**src/tcce_pkg.sv**
```systemverilog
// Shared types and constants for the text console character engine.
// Used by the interfaces, the front and back modules and the top level.
package tcce_pkg;

  localparam logic [15:0] BLANK_CELL = 16'h0720;
  localparam logic [7:0]  RESET_ATTR = 8'h07;
  localparam logic [7:0]  CH_ESC     = 8'h1B;
  localparam logic [7:0]  CH_CLEAR   = 8'h1A;
  localparam logic [7:0]  CH_ROWBLNK = 8'h19;
  localparam logic [7:0]  CH_BS      = 8'h08;
  localparam logic [7:0]  CH_TAB     = 8'h09;
  localparam logic [7:0]  CH_CR      = 8'h0D;
  localparam logic [7:0]  CH_LF      = 8'h0A;
  localparam logic [7:0]  RESET_COLS = 8'd80;
  localparam logic [5:0]  RESET_ROWS = 6'd25;
  localparam logic        FUNC_PRINT = 1'b0;
  localparam logic        FUNC_READ  = 1'b1;
  localparam logic        REG_COLS   = 1'b0;
  localparam logic        REG_ROWS   = 1'b1;

  typedef struct packed {
    logic       func;
    logic [7:0] char_byte;
    logic [6:0] read_col;
    logic [4:0] read_row;
  } in_word_t;

  typedef struct packed {
    logic [15:0] cell_data;
    logic [6:0]  cursor_col;
    logic [4:0]  cursor_row;
    logic        escape_pending;
  } out_word_t;

  typedef enum logic [2:0] {
    ST_IDLE,
    ST_READ,
    ST_WRAP,
    ST_FILL,
    ST_SCR_RD,
    ST_SCR_WR,
    ST_DONE
  } back_state_t;

endpackage

```
**src/tcce_front.sv**
```systemverilog
// Front end: accepts input words into a two-entry queue for the back end.
// Depends on tcce_pkg.
module tcce_front (
  input  logic                clk,
  input  logic                rst_n,
  input  logic                in_valid,
  output logic                in_ready,
  input  tcce_pkg::in_word_t  in_data,
  output logic                q_valid,
  input  logic                q_ready,
  output tcce_pkg::in_word_t  q_data
);
  tcce_pkg::in_word_t mem_r [2];
  logic       wp_r, rp_r;
  logic [1:0] cnt_r;

  assign in_ready = cnt_r != 2'd2;
  assign q_valid  = cnt_r != 2'd0;
  assign q_data   = mem_r[rp_r];

  always_ff @(posedge clk) begin
    if (in_valid && in_ready) mem_r[wp_r] <= in_data;
  end

  always_ff @(posedge clk) begin
    if (!rst_n) begin
      wp_r <= 1'b0; rp_r <= 1'b0; cnt_r <= 2'd0;
    end else begin
      if (in_valid && in_ready) wp_r <= ~wp_r;
      if (q_valid && q_ready) rp_r <= ~rp_r;
      cnt_r <= cnt_r + 2'(in_valid && in_ready) - 2'(q_valid && q_ready);
    end
  end
endmodule

```
**config.mk**
```make
export PLATFORM = sky130hd
export DESIGN_NAME = tcce_front
export DESIGN_NICKNAME = d
export VERILOG_FILES = /design/src/tcce_pkg.sv /design/src/tcce_front.sv
export SDC_FILE = /design/constraint.sdc
export NUM_CORES = 1
export LEC_CHECK = 0
export ABC_AREA = 1
export CORE_AREA = 2 2 56 69
export DETAILED_ROUTE_END_ITERATION = 10
export DIE_AREA = 0 0 58 71
export DONT_BUFFER_PORTS = 1
export PLACE_DENSITY_LB_ADDON = 0.12
export SYNTH_ARGS = -nofsm -noshare
export SYNTH_HDL_FRONTEND = slang
export SYNTH_SLANG_ARGS = --single-unit
```
**constraint.sdc**
```tcl
create_clock -name clk -period 2.1 [get_ports clk]
set_input_delay 0.105 -clock clk [delete_from_list [all_inputs] [get_ports clk]]
set_output_delay 0.105 -clock clk [all_outputs]
set_load 0.005 [all_outputs]
```
==> impl_metrics.py <==
metrics = {
    "sta": {
        "holdWs_ps": 33.2,
        "slew-limit-headroom_pct": 86.1,
        "hold_violations": 0,
        "setup_viol_count_final": 0,
        "rsz0062_at_grt": "no",
        "report.final.slew_viol_count": 0,
        "clock.fmax_mhz": 629,
        "skew_ps": 5.13,
        "final.setup.tns_ps": 0,
        "layout_min_cycle_time_ps": 1590,
        "min_period_over_period_pct": 75.7,
        "tightest_slew_ps": 208,
    },
    "logic_synthesis": {
        "synth.yosys.seq_area_share_pct": 74.2,
        "ys_types": 11,
        "ys_seq_elements": 47,
        "yosysWarnings": 0,
        "postSynthCellCount": 101,
        "syn_nets": 128,
        "yosysTopAreaCell": "edfxtp_1",
        "ys_top_cells_by_area": "edfxtp_1 69%, mux2_4 16%, dfxtp_1 5.5%",
        "avgSynthCellArea_sq_um": 18.2,
        "syn-cell-area_sq_um": 1840,
        "netlist.area_leader.share_pct": 68.7,
    },
    "die": {
        "fp-row-count": 24,
        "fp.dieArea_sq_um": 4120,
        "die_h_microns": 71,
        "ios": 48,
        "die_x_microns": 58,
        "coreArea_sq_um": 3480,
        "initial_core_util_pct": 52.7,
    },
    "cts": {
        "cts_setup_buffers": 0,
        "cts.sinks": 47,
        "cts_buffers": 5,
        "cts_tree": "yes",
        "clockBufferDepth": 2,
        "h-tree-depth": 2,
        "clk_latency_ps": 280,
        "ctsHoldBuffers": 23,
        "ctsResizeCount": 0,
        "clk_pin_slew_worst_paths_ps": 70,
        "root_buffer": "clkbuf_8",
    },
    "worst_hold_path": {
        "min_path_type": "input pin to flip-flop",
        "hold_depth": 3,
        "hp-start": "q_ready",
    },
    "run_status": {
        "outcome": "complete, no violations",
    },
    "grt": {
        "grt_pass1_vias": 960,
        "grt_pass1_wl_microns": 4510,
        "grt_util_all_layers_pct": 14.6,
        "overflow": 0,
        "grt_max_degree": 13,
        "antenna_found_initial": 0,
    },
    "detailed_routing": {
        "wl_met3_microns": 196,
        "post_drt_wl_per_cell_microns": 15.3,
        "drt_first_pass_iters": 4,
        "wl_met2_microns": 1470,
        "met1Wirelength_microns": 948,
        "drt_iter0_drc": 24,
        "vias_per_cell": 5.29,
        "dr_total_vias": 915,
        "totalWireLength_microns": 2660,
        "antenna_left": 0,
        "top_layer": "met4",
        "drc": 0,
    },
    "worst_setup_path": {
        "crit_path_end_kind": "flip-flop",
        "cp_data_arrival_time_ps": 1770,
        "reg2reg_from": "cnt_r[0]$_SDFF_PN0_",
        "r2r_cells": 10,
        "rr_endpoint": "cnt_r[1]$_SDFF_PN0_",
        "reg2reg_slack_ps": 510,
        "crit_required_ps": 2280,
        "cp_max_fo": 4,
        "start_kind": "flip-flop",
        "criticalPathCategory": "flip-flop to flip-flop",
    },
    "placed_design": {
        "dp_hpwl_microns": 1830,
        "port_buffers": 0,
        "gp_congestion": 0.710,
        "place_area_sq_um": 1910,
    },
    "power_and_ir_drop": {
        "p_leak_nw": 0.845,
        "vdd_ir_drop_max_mv": 0.786,
        "powerDensity_nw_per_um2": 1050,
    },
    "finish": {
        "final_area_sq_um": 2210,
        "diodes": 0,
        "area.growth.synth_to_final_pct": 20.5,
        "nNetsFinal": 162,
        "drive_gt1_share_pct": 24.6,
    },
    "flow_run": {
        "drv_cap": 0,
    },
}
==> worst max path at each step <==
stage                         from                    end  slack [ps]  depth (start not counted)
2_1_floorplan  cnt_r[0]$_SDFF_PN0_  mem_r[0][0]$_DFFE_PP_         220                          4
6_report       cnt_r[0]$_SDFF_PN0_    cnt_r[1]$_SDFF_PN0_         510                         10
3_3_place_gp   cnt_r[0]$_SDFF_PN0_    cnt_r[1]$_SDFF_PN0_         630                         10
3_5_place_dp   cnt_r[0]$_SDFF_PN0_    cnt_r[1]$_SDFF_PN0_         530                         10
4_1_cts        cnt_r[0]$_SDFF_PN0_    cnt_r[1]$_SDFF_PN0_         510                         10
5_1_grt        cnt_r[0]$_SDFF_PN0_    cnt_r[1]$_SDFF_PN0_         340                         10
==> layout by cell type, fill, tap and decap left out <==
cell	count
nand3_1	3
nor2_1	7
inv_1	7
buf_4	6
ha_1	2
clkbuf_1	1
dfxtp_1	5
edfxtp_1	42
dlygate4sd3_1	23
mux2_2	1
mux2_4	20
nand2_1	9
a21oi_1	2
clkbuf_8	5
nor2_2	1
==> kinds of logic after synthesis <==
group / count (synthesis) / synth area share (%)
DFF: 47 / 74.2
adders and majority gates: 2 / 1.36
and+or+nand+nor: 20 / 4.29
muxes: 21 / 17.0
buffers and inverters: 9 / 2.66
AOI/OAI and AO/OA: 2 / 0.545
==> through the flow <==
step	instances	power [mW]	worst slack, ps	utilization, %
3_5_place_dp	144	1.83	526	54.8
2_1_floorplan	101	1.72	218	-
5_1_grt	173	2.46	338	63.5
3_3_place_gp	144	1.81	630	54.8
4_1_cts	173	2.35	514	63.5
6_report	173	2.31	510	63.5
==> flip-flops by register name, indices dropped and copies added (netlist names), named ones only <==
register,cells
rp_r,1
mem_r,42
cnt_r,2
wp_r,1
==> critical path, stage by stage (launching register included) <==
cell,delay (ps)
dfxtp_1,380
inv_1,80
nand2_1,140
nand2_1,110
ha_1,280
inv_1,40
ha_1,180
inv_1,50
nand2_1,60
a21oi_1,120
nor2_1,60
==> metal layers <==
metal / up-vias / track usage, %
met1: 446 / 15.9
met2: 34 / 25.0
met3: 4 / 5.85
met4: 0 / 6.20
met5: - / 0
li1: 431 / -
==> power by group <==
| group | total (mW) | leakage (nW) | internal, mW | switching, mW |
|---|---|---|---|---|
| combinational | 0.602 | 0.375 | 0.306 | 0.296 |
| sequential | 1.24 | 0.434 | 1.19 | 0.0523 |
| clock | 0.472 | 0.0371 | 0.222 | 0.250 |
| total | 2.31 | 0.845 | 1.71 | 0.599 |
==> final cells by class <==
type,count,area [sq um]
timing repair buffer,29,275
tap,39,48.8
clock buffer,6,72.6
inverter,7,26.3
multi-input combinational,45,428
fill,251,1270
sequential,47,1360
==> synth_stat cells, drive strengths merged <==
cell type,instances
nand3,3
ha,2
nand2,9
nor2,8
buf,2
inv,7
mux2,21
dfxtp,5
edfxtp,42
a21oi,2
No activity file was read; power rests on OpenSTA's default activity.
